==> config.mk <==
export PLATFORM = sky130hd
export DESIGN_NAME = overwriting_byte_ring_with_line_extract
export DESIGN_NICKNAME = d
export VERILOG_FILES = /design/src/obr_pkg.sv /design/src/overwriting_byte_ring_with_line_extract.sv
export SDC_FILE = /design/constraint.sdc
export NUM_CORES = 1
export LEC_CHECK = 0
export CELL_PAD_IN_SITES_DETAIL_PLACEMENT = 1
export CELL_PAD_IN_SITES_GLOBAL_PLACEMENT = 2
export CORE_ASPECT_RATIO = 0.5
export CORE_MARGIN = 10
export CORE_UTILIZATION = 45
export DETAILED_ROUTE_END_ITERATION = 7
export DONT_BUFFER_PORTS = 1
export HOLD_SLACK_MARGIN = 0.12
export PLACE_DENSITY = 0.83
export SYNTH_ARGS = -nofsm -noshare
export SYNTH_HDL_FRONTEND = slang
export SYNTH_SLANG_ARGS = --single-unit
==> constraint.sdc <==
create_clock -name clk -period 4.2 [get_ports clk]
set_input_delay 1.26 -clock clk [delete_from_list [all_inputs] [get_ports clk]]
set_output_delay 1.26 -clock clk [all_outputs]
set_load 0.005 [all_outputs]
==> src/obr_pkg.sv <==
// Shared types and constants for the overwriting byte ring.
// Used by overwriting_byte_ring_with_line_extract; depends on nothing.
package obr_pkg;

  // Default ring depth and fixed field widths
  localparam int DEPTH_DEFAULT = 64;
  localparam int SIZE_W        = 7;
  localparam int BYTE_W        = 8;
  localparam int LEN_W         = 7;
  localparam int FILL_W        = 6;

  // Line ending characters
  localparam logic [BYTE_W-1:0] CH_LF = 8'h0A;
  localparam logic [BYTE_W-1:0] CH_CR = 8'h0D;

  // Operation codes
  typedef enum logic [1:0] {
    OP_PUT   = 2'd0,
    OP_GET   = 2'd1,
    OP_LINE  = 2'd2,
    OP_CLEAR = 2'd3
  } op_t;

  // Sequencer states
  typedef enum logic [2:0] {
    ST_IDLE,
    ST_GET,
    ST_SCAN_RD,
    ST_SCAN_CHK,
    ST_CR_RD,
    ST_CR_CHK,
    ST_EMIT_RD,
    ST_EMIT_OUT
  } state_t;

endpackage

==> src/overwriting_byte_ring_with_line_extract.sv <==
// Overwriting byte ring with line extraction: ring memory, sequencer, result register.
// Depends on obr_pkg (types, op codes, line ending constants).
//
//  channel   | signals                                        | handshake
//  ----------+------------------------------------------------+----------------------------
//  command   | op, data_in, line_limit                        | taken when start & !busy & !size_we
//  result    | status, out_byte, line_length, last_of_run,    | result_valid, one cycle
//            | fill_count, dropped_oldest                     |
//  size reg  | size_data                                      | written when size_we & !busy
//
// Put, clear and a get on an empty ring form their result in idle; it shows the next cycle.
// Get passes through a registered ring memory read, then the result (state ST_GET).
// Get line reads and checks each scanned byte in turn; a CR with a held byte after it adds a
// read and check of that byte, a scan that finds no line ends in a read state that reports it,
// then each line byte is read and emitted; the single ring read port is shared by both.
// Reset (rst, synchronous) empties the ring and sets size to DEPTH; memory is not cleared.
// The receiver cannot stall: each result is valid for exactly one cycle.
module overwriting_byte_ring_with_line_extract #(
  parameter int DEPTH = obr_pkg::DEPTH_DEFAULT
) (
  input  logic                        clk,
  input  logic                        rst,
  input  logic                        start,
  output logic                        busy,
  input  logic [1:0]                  op,
  input  logic [obr_pkg::BYTE_W-1:0]  data_in,
  input  logic [obr_pkg::LEN_W-1:0]   line_limit,
  input  logic                        size_we,
  input  logic [obr_pkg::SIZE_W-1:0]  size_data,
  output logic                        result_valid,
  output logic                        status,
  output logic [obr_pkg::BYTE_W-1:0]  out_byte,
  output logic [obr_pkg::LEN_W-1:0]   line_length,
  output logic                        last_of_run,
  output logic [obr_pkg::FILL_W-1:0]  fill_count,
  output logic                        dropped_oldest
);

  localparam int IDX_W = $clog2(DEPTH);
  localparam int CNT_W = $clog2(DEPTH + 1);

  // Control registers
  obr_pkg::state_t    state, state_next;
  logic [IDX_W-1:0]   w_idx, w_idx_next;
  logic [IDX_W-1:0]   r_idx, r_idx_next;
  logic [IDX_W-1:0]   fill, fill_next;
  logic [CNT_W-1:0]   size, size_next;
  logic [IDX_W-1:0]   scan_idx, scan_idx_next;
  logic [IDX_W-1:0]   pos, pos_next;
  logic [IDX_W-1:0]   cnt, cnt_next;
  logic [obr_pkg::LEN_W-1:0] scan_lim, scan_lim_next;
  logic               result_valid_next;

  // Result payload next values
  logic                        status_next;
  logic [obr_pkg::BYTE_W-1:0]  out_byte_next;
  logic [obr_pkg::LEN_W-1:0]   line_length_next;
  logic                        last_of_run_next;
  logic [obr_pkg::FILL_W-1:0]  fill_count_next;
  logic                        dropped_oldest_next;

  // Ring memory
  logic [obr_pkg::BYTE_W-1:0] mem [DEPTH];
  logic [obr_pkg::BYTE_W-1:0] rd_data;
  logic [IDX_W-1:0]           rd_addr;
  logic                       mem_we;

  logic accept;
  logic full;
  logic [CNT_W-1:0] fill_calc;

  function automatic logic [IDX_W-1:0] adv(input logic [IDX_W-1:0] i,
                                           input logic [CNT_W-1:0] sz);
    logic [CNT_W-1:0] nx;
    nx = CNT_W'(i) + CNT_W'(1);
    return (nx >= sz) ? '0 : nx[IDX_W-1:0];
  endfunction

  assign busy   = (state != obr_pkg::ST_IDLE);
  assign accept = start && !busy;
  assign full   = (CNT_W'(fill) + CNT_W'(1)) == size;
  assign mem_we = accept && (op == obr_pkg::OP_PUT) && !size_we;

  // Address the read port: scan pointer while scanning, else oldest byte
  assign rd_addr = (state == obr_pkg::ST_SCAN_RD || state == obr_pkg::ST_CR_RD) ?
                   scan_idx : r_idx;

  // Fill recomputed from the indices, for checking only
  assign fill_calc = (w_idx >= r_idx) ? (CNT_W'(w_idx) - CNT_W'(r_idx)) :
                     (CNT_W'(w_idx) + size - CNT_W'(r_idx));

  // Write and read the ring memory
  always_ff @(posedge clk) begin
    if (mem_we) begin
      mem[w_idx] <= data_in;
    end
    rd_data <= mem[rd_addr];
  end

  // Sequence operations and form results
  always_comb begin
    state_next          = state;
    w_idx_next          = w_idx;
    r_idx_next          = r_idx;
    fill_next           = fill;
    size_next           = size;
    scan_idx_next       = scan_idx;
    pos_next            = pos;
    cnt_next            = cnt;
    scan_lim_next       = scan_lim;
    result_valid_next   = 1'b0;
    status_next         = 1'b0;
    out_byte_next       = '0;
    line_length_next    = '0;
    last_of_run_next    = 1'b1;
    fill_count_next     = obr_pkg::FILL_W'(fill);
    dropped_oldest_next = 1'b0;

    case (state)
      obr_pkg::ST_IDLE: begin
        if (size_we) begin
          // Clamp the size and empty the ring
          if (size_data < obr_pkg::SIZE_W'(2)) begin
            size_next = CNT_W'(2);
          end else if (size_data > obr_pkg::SIZE_W'(DEPTH)) begin
            size_next = CNT_W'(DEPTH);
          end else begin
            size_next = size_data[CNT_W-1:0];
          end
          w_idx_next = '0;
          r_idx_next = '0;
          fill_next  = '0;
        end else if (accept) begin
          case (op)
            obr_pkg::OP_PUT: begin
              w_idx_next        = adv(w_idx, size);
              result_valid_next = 1'b1;
              if (full) begin
                // Drop the oldest byte
                r_idx_next          = adv(r_idx, size);
                dropped_oldest_next = 1'b1;
              end else begin
                fill_next       = fill + IDX_W'(1);
                fill_count_next = obr_pkg::FILL_W'(fill_next);
              end
            end
            obr_pkg::OP_GET: begin
              if (fill == '0) begin
                result_valid_next = 1'b1;
                status_next       = 1'b1;
              end else begin
                state_next = obr_pkg::ST_GET;
              end
            end
            obr_pkg::OP_LINE: begin
              scan_idx_next = r_idx;
              pos_next      = '0;
              scan_lim_next = (line_limit == '0) ? '0 :
                              line_limit - obr_pkg::LEN_W'(1);
              state_next    = obr_pkg::ST_SCAN_RD;
            end
            default: begin
              w_idx_next        = '0;
              r_idx_next        = '0;
              fill_next         = '0;
              fill_count_next   = '0;
              result_valid_next = 1'b1;
            end
          endcase
        end
      end

      obr_pkg::ST_GET: begin
        // Pop the byte read at the oldest slot
        r_idx_next        = adv(r_idx, size);
        fill_next         = fill - IDX_W'(1);
        fill_count_next   = obr_pkg::FILL_W'(fill_next);
        out_byte_next     = rd_data;
        result_valid_next = 1'b1;
        state_next        = obr_pkg::ST_IDLE;
      end

      obr_pkg::ST_SCAN_RD: begin
        if (pos == fill || obr_pkg::LEN_W'(pos) >= scan_lim) begin
          // No complete line within reach
          status_next       = 1'b1;
          result_valid_next = 1'b1;
          state_next        = obr_pkg::ST_IDLE;
        end else begin
          state_next = obr_pkg::ST_SCAN_CHK;
        end
      end

      obr_pkg::ST_SCAN_CHK: begin
        scan_idx_next = adv(scan_idx, size);
        pos_next      = pos + IDX_W'(1);
        if (rd_data == obr_pkg::CH_LF) begin
          fill_next  = fill - pos_next;
          cnt_next   = '0;
          state_next = obr_pkg::ST_EMIT_RD;
        end else if (rd_data == obr_pkg::CH_CR) begin
          if (pos_next != fill) begin
            state_next = obr_pkg::ST_CR_RD;
          end else begin
            fill_next  = fill - pos_next;
            cnt_next   = '0;
            state_next = obr_pkg::ST_EMIT_RD;
          end
        end else begin
          state_next = obr_pkg::ST_SCAN_RD;
        end
      end

      obr_pkg::ST_CR_RD: begin
        state_next = obr_pkg::ST_CR_CHK;
      end

      obr_pkg::ST_CR_CHK: begin
        // Take a following LF into the same ending
        if (rd_data == obr_pkg::CH_LF) begin
          pos_next = pos + IDX_W'(1);
        end
        fill_next  = fill - pos_next;
        cnt_next   = '0;
        state_next = obr_pkg::ST_EMIT_RD;
      end

      obr_pkg::ST_EMIT_RD: begin
        state_next = obr_pkg::ST_EMIT_OUT;
      end

      obr_pkg::ST_EMIT_OUT: begin
        // Emit one line byte and consume it
        r_idx_next        = adv(r_idx, size);
        cnt_next          = cnt + IDX_W'(1);
        out_byte_next     = rd_data;
        line_length_next  = obr_pkg::LEN_W'(pos);
        last_of_run_next  = (cnt_next == pos);
        result_valid_next = 1'b1;
        state_next        = last_of_run_next ? obr_pkg::ST_IDLE : obr_pkg::ST_EMIT_RD;
      end

      default: begin
        state_next = obr_pkg::ST_IDLE;
      end
    endcase
  end

  // Hold control state
  always_ff @(posedge clk) begin
    if (rst) begin
      state        <= obr_pkg::ST_IDLE;
      w_idx        <= '0;
      r_idx        <= '0;
      fill         <= '0;
      size         <= CNT_W'(DEPTH);
      result_valid <= 1'b0;
    end else begin
      state        <= state_next;
      w_idx        <= w_idx_next;
      r_idx        <= r_idx_next;
      fill         <= fill_next;
      size         <= size_next;
      result_valid <= result_valid_next;
    end
  end

  // Hold scan counters and result payload
  always_ff @(posedge clk) begin
    scan_idx       <= scan_idx_next;
    pos            <= pos_next;
    cnt            <= cnt_next;
    scan_lim       <= scan_lim_next;
    status         <= status_next;
    out_byte       <= out_byte_next;
    line_length    <= line_length_next;
    last_of_run    <= last_of_run_next;
    fill_count     <= fill_count_next;
    dropped_oldest <= dropped_oldest_next;
  end

  // Fill stays below the ring size
  a_fill_below_size: assert property (@(posedge clk) disable iff (rst)
    CNT_W'(fill) < size)
    else $error("fill count reached ring size");

  // Between transactions the fill count matches the ring indices
  a_fill_matches_idx: assert property (@(posedge clk) disable iff (rst)
    (state == obr_pkg::ST_IDLE) |-> (CNT_W'(fill) == fill_calc))
    else $error("fill count disagrees with ring indices");

  // A result that is not the last of its run is followed by more work
  a_run_continues: assert property (@(posedge clk) disable iff (rst)
    (result_valid && !last_of_run) |-> busy)
    else $error("line emission stopped before its last byte");

  // An empty or no-line result carries no byte and no length
  a_status_payload: assert property (@(posedge clk) disable iff (rst)
    (result_valid && status) |-> (out_byte == '0 && line_length == '0))
    else $error("failure result carries payload");

endmodule
==> results of run 1 <==
[final timing paths]
| check | cells after the start | start | slack [ns] | end |
|---|---|---|---|---|
| worst max-delay path | 7 | state[2] | 0.74 | mem[36][2] |
| worst min-delay path | 1 | rd_data[5] | 0.54 | out_byte[5] |
| worst max register to register | 7 | state[2] | 0.74 | mem[36][2] |
| worst min register to register | 1 | rd_data[5] | 0.54 | out_byte[5] |
[cell families after synthesis]
group,share of synthesized area (%)
adders and majority gates,2.470
and+or+nand+nor,14.14
muxes,2.664
DFF,65.53
other,0.01418
buffers and inverters,2.986
AOI/OAI and AO/OA,10.17
xor gates and xnor gates,2.021
[power by group]
part | leakage (uW) | switching [uW] | internal [uW]
Combinational | 0.00388 | 511 | 247
Clock | 0.000818 | 2280 | 2520
Sequential | 0.00531 | 41.5 | 6500
Total | 0.0100 | 2830 | 9260
[per-stage QoR]
step	cells	hold WS [ns]	instance area, sq um
final	2948	0.5373	29290
after global routing	2947	0.5613	29290
after CTS	2947	0.5349	29290
after detailed placement	2848	0.5199	27620
after global placement	2848	0.5230	27620
after floorplan	2133	0.4601	26440
[critical path, delay by kind of cell (launching register included)]
kind                   cells  cell delay (ns)
buffers and inverters      1             0.24
flip-flops                 1             0.41
AND/OR/NAND/NOR            6             2.47
[synth_stat cells, drive strengths merged (15+ instances only)]
| cell type | n |
|---|---|
| edfxtp | 537 |
| nand3 | 259 |
| nand2 | 196 |
| o21ai | 148 |
| nor2 | 125 |
| clkbuf | 100 |
| dfxtp | 60 |
| a31oi | 53 |
| ha | 49 |
| a21oi | 48 |
| buf | 44 |
| and3 | 41 |
| mux2i | 40 |
| inv | 37 |
| nand4 | 36 |
| xnor2 | 36 |
| a211oi | 32 |
| mux2 | 27 |
| o2111ai | 25 |
| xor2 | 22 |
| nor3 | 15 |
| o211ai | 15 |
[registers in the layout (all words and copies together), names as in the netlist]
signal          cells
cnt                 6
dropped_oldest      1
fill                6
fill_count          6
last_of_run         1
line_length         6
mem               512
out_byte            8
pos                 6
r_idx               6
rd_data             8
result_valid        1
scan_idx            6
scan_lim            7
size                7
state               3
status              1
w_idx               6
[layout make-up]
type	count	area share, %
Timing Repair Buffer	91	2.717
Clock buffer	70	4.959
Multi-Input combinational cell	1355	28.66
Inverter	37	0.4741
Antenna cell	1	0.008543
Tap cell	768	3.280
Clock inverter	29	0.7518
Sequential cell	597	59.15
[layer usage]
layer / share of wire, % / up-vias / global-route usage, %
met3: 7.4 / 123 / 4.006
met4: 2.4 / 4 / 6.183
met5: 0.033 / - / 0
met1: 43 / 9482 / 31.01
li1: - / 8117 / -
met2: 47 / 718 / 37.73
==> flow_summary_export.csv, run 1 <==
group,metric,value,unit
yosys,yosysSeqAreaShare,65.53,%
clock_tree,post_cts_resized,0,
global_routing,grt_pass1_wl,121400,microns
finish,area_delta_synth_final,10.79,%
yosys,synth-seq-cells,597,
global_routing,grt_pass1_vias,18750,
worst_setup_path,cp_slowest_cell,"nor2_1",
yosys,syn_area_per_cell,12.40,sq um
hold_path,hold_path_class,"register to register",
placement,numPortBuffers,0,
route,drt-initial-drc-count,2202,
worst_setup_path,critical_path.cell_chain,"nor3_2, inv_1, nor3_2, nand2_1, nor2_1, nand2_1, nor2_1",
finish,multi_input_area,8396,sq um
yosys,yosysWarnings,0,
floorplanning,chipHeight,191.4,microns
floorplanning,io_pins,54,
route,postRouteWirelength,80890,microns
clock_tree,numCtsBuffers,54,
global_routing,antenna_found_initial,3,
route,viasPerCell,6.256,
placement,gp_congestion,0.8107,
finish,drive_gt1_share,9.362,%
yosys,yosysTopAreaCell,"edfxtp_1",
power_and_ir_drop,vdd.ir_drop.worst,302.4,uV
timing,min_period,3.463,ns
timing,fmax,0.2888,GHz
route,vias,18440,
timing,setup_viol,0,
clock_tree,cts-root-buf,"clkbuf_16",
timing,setup_ws,0.7374,ns
floorplanning,rows,62,
route,ant_nets,0,
yosys,async_reset_ff_share,0,%
timing,period_share,82.44,%
run,drv_cap,0,
yosys,synthTopCellsByArea,"edfxtp_1 (61%), nand3_1 (4.9%), dfxtp_1 (4.5%)",
clock_tree,path_clk_slew,0.07,ns
global_routing,grt.overflow.total,0,
global_routing,track_usage,22.86,%
yosys,synth_nets,2212,
timing,slew_headroom,16.59,%
floorplanning,die-area,69440,sq um
clock_tree,cts_tree,"yes",
clock_tree,post_cts_buffers,0,
clock_tree,insertion_delay,0.63,ns
yosys,postSynthCellCount,2133,
route,post_drt_wl_per_cell,27.44,microns
worst_setup_path,cp-start-kind,"register",
power_and_ir_drop,p_leak,0.01001,uW
timing,finalHoldViolCount,0,
finish,final_common_cell,"edfxtp_1",
worst_setup_path,cp_max_fo,8,
yosys,synth_edf_count,537,
placement,dp_hpwl,50880,microns
floorplanning,start_util,45.81,%
timing,skew,0.02809,ns
timing,rsz0062_at_grt,"false",
global_routing,grt_max_degree,137,
finish,final_cell_mix,"edfxtp_1 (537), nand3_1 (258), nand2_1 (194)",
worst_setup_path,end_kind,"register",
clock_tree,cts_sinks,597,
floorplanning,die_w,362.8,microns
route,drc,0,
placement,dp_worst_setup_slack,0.4624,ns
yosys,netlist_area,26440,sq um
clock_tree,clock_path_buffers,3,
finish,fin_nets,2215,
finish,fin_util,50.75,%
floorplanning,core-area,57720,sq um
yosys,synth.distinct_cells,83,
worst_setup_path,cpPeakStageDelay,0.69,ns
worst_setup_path,worst_ep_arrival_time,3.72,ns
timing,worst_pin_slew,1.243,ns
worst_setup_path,criticalPathCategory,"register to register",
finish,n_fill_cell,5864,
outcome,status,"finished clean",
yosys,yosysTopAreaCellShare,60.99,%
worst_setup_path,cp.required,4.46,ns
power_and_ir_drop,power,12100,uW
power_and_ir_drop,cellPowerDensity,412.9,nW/um^2
clock_tree,cts_hold_buf,0,
route,dr.pass1.iters,6,
clock_tree,h-tree-depth,2,
finish,seq_area,17330,sq um
timing,maxSlewViolCount,0,
yosys,synthFlopType,"edfxtp_1",
timing,fin_setup_tns,0,ns
No activity file was read; power rests on OpenSTA's default activity.
==> inputs of run 2 (changes only) <==
==> constraint.sdc (replaced) <==
create_clock -name clk -period 3.3 [get_ports clk]
set_input_delay 0.99 -clock clk [delete_from_list [all_inputs] [get_ports clk]]
set_output_delay 0.99 -clock clk [all_outputs]
set_load 0.005 [all_outputs]
==> run 2 against run 1 <==
Effect of this change:
- non-clock buffer count increased by 55
- clock skew decreased by 0.0074 ns
- largest cell class unchanged
- worst setup slack got worse by 0.64 ns
- sequential share of layout area decreased by 1.1 points
- worst hold slack got worse by 0.089 ns
- sequential power increased by 27%
- flip-flop and latch count unchanged
- count of clock-buffer cells in the layout decreased by 2
==> flow_summary_export.csv, run 2 (synthesis results as in run 1) <==
group,metric,value,unit
outcome,status,"finished clean",
power_and_ir_drop,vdd.ir_drop.worst,347.4,uV
worst_setup_path,cp-start-kind,"register",
worst_setup_path,critical_path.cell_chain,"buf_4, xor2_4, a21boi_4, nor2_8, buf_4, buf_4, mux2i_1, a222oi_1, a21oi_1, nand4_1",
worst_setup_path,cp_top_family,"buffers and inverters",
worst_setup_path,end_kind,"register",
placement,dp.cells,2897,
timing,fmax,0.3125,GHz
timing,setup_ws,0.09986,ns
global_routing,grt_pass1_vias,19000,
finish,largest_register_ffs,512,
finish,reg.largest.list,"mem: 512 flops, out_byte: 8 flops, rd_data: 8 flops",
global_routing,grt.overflow.total,0,
power_and_ir_drop,cellPowerDensity,524.2,nW/um^2
finish,final_cells,3001,
timing,period_share,96.97,%
global_routing,antenna_found_initial,2,
clock_tree,cts-root-buf,"clkbuf_16",
power_and_ir_drop,p_leak,0.01033,uW
timing,skew,0.02068,ns
route,postRouteWirelength,80210,microns
hold_path,worst_hold_path.num_cells,1,
route,post_drt_wl_per_cell,26.73,microns
worst_setup_path,worst_ep_arrival_time,3.67,ns
placement,dp_worst_setup_slack,0.02592,ns
finish,fin_nets,2270,
power_and_ir_drop,power,15640,uW
route,dr.pass1.iters,5,
worst_setup_path,cp_slowest_cell,"a21oi_1",
worst_setup_path,critical_path_depth,10,
timing,slew_headroom,28.16,%
floorplanning,die_w,362.8,microns
worst_setup_path,timing.rr.end,"rd_data[4]",
timing,setup_viol,0,
route,vias,18560,
timing,fin_setup_tns,0,ns
floorplanning,core-area,57720,sq um
finish,final_common_cell,"edfxtp_1",
floorplanning,io_pins,54,
clock_tree,h-tree-depth,2,
worst_setup_path,critical_path_buf_inv_count,3,
global_routing,grt_max_degree,113,
timing,finalHoldViolCount,0,
floorplanning,rows,62,
finish,final_area,29830,sq um
route,drt-initial-drc-count,1950,
timing,maxSlewViolCount,0,
worst_setup_path,criticalPathCategory,"register to register",
worst_setup_path,worstRegToRegCells,10,
clock_tree,clock_path_buffers,3,
placement,dp_hpwl,50880,microns
run,drv_cap,0,
clock_tree,cts_sinks,597,
clock_tree,cts_tree,"yes",
route,drc,0,
global_routing,grt_pass1_wl,120300,microns
route,ant_nets,0,
finish,area_delta_synth_final,12.84,%
floorplanning,chipHeight,191.4,microns
worst_setup_path,cpMostUsedCell,"buf_4",
hold_path,worstHoldEndpoint,"size[0]",
floorplanning,start_util,45.81,%
floorplanning,die-area,69440,sq um
clock_tree,insertion_delay,0.62,ns
finish,largest_register,"mem",
clock_tree,path_clk_slew,0.07,ns
worst_setup_path,cp_max_fo,17,
placement,numPortBuffers,0,
worst_setup_path,cpPeakStageDelay,0.52,ns
worst_setup_path,r2r_start,"state[1]",
placement,placed_area,28010,sq um
finish,final_cell_mix,"edfxtp_1 (537), nand3_1 (258), nand2_1 (194)",
finish,drive_gt1_share,11.96,%
hold_path,min_from,"rst",
placement,gp_congestion,0.8607,
clock_tree,numCtsBuffers,54,
global_routing,track_usage,22.64,%
worst_setup_path,r2r_slack,0.1,ns
timing,worst_pin_slew,1.070,ns
worst_setup_path,cp.required,3.77,ns
route,viasPerCell,6.185,
hold_path,hold_path_class,"primary input to register",
timing,min_period,3.200,ns
[run 2: metal layers]
metal / wire length, microns / global-route usage (%)
met5: 13 / 0
met3: 5754 / 4.742
met1: 34480 / 30.23
met4: 2410 / 7.325
met2: 37550 / 36.77
[run 2: worst max-delay path by stage]
stage | end | start | slack (ns)
after global routing | fill[3] | rd_data[0] | -0.01
after global placement | fill[4] | rd_data[0] | 0.07
after detailed placement | fill[4] | rd_data[0] | 0.03
final | rd_data[4] | state[1] | 0.1
after CTS | fill[4] | rd_data[0] | 0.02
after floorplan | fill[4] | rd_data[0] | 0.23
[run 2: layout make-up]
cell class,count,area [sq um]
fillers,5845,27880
flip-flops and latches,597,17330
clock inverters,29,299.0
clock buffers,68,1424
diodes,1,2.502
well taps,768,960.9
multi-input cells,1355,8449
inverters,37,138.9
repair buffers,146,1234
[run 2: repair_timing]
item,in CTS,in global routing
endpoints found under the hold margin,0,0
setup buffers,0,6
setup endpoints to repair,0,7
hold buffers,0,0
resized for setup,0,9
[run 2: metrics by stage]
step / utilization, % / hold slack (ns)
2_1_floorplan: - / 0.4601
3_3_place_gp: 48.53 / 0.5103
3_5_place_dp: 48.53 / 0.5345
4_1_cts: 51.52 / 0.4249
5_1_grt: 51.69 / 0.4256
6_report: 51.69 / 0.4482
[run 2: power by group]
group,total (uW),internal (uW),switching [uW]
registers,8320,8270,57.7
clock network,6320,3460,2870
logic,992,339,653
[run 2: worst register-to-register path: cells and delay by family (launching register included)]
family	cells	cell delay (ns)
DFF	1	0.45
buffers and inverters	3	0.86
muxes	1	0.25
xor gates and xnor gates	1	0.37
AOI/OAI and AO/OA	3	0.82
and+or+nand+nor	2	0.30
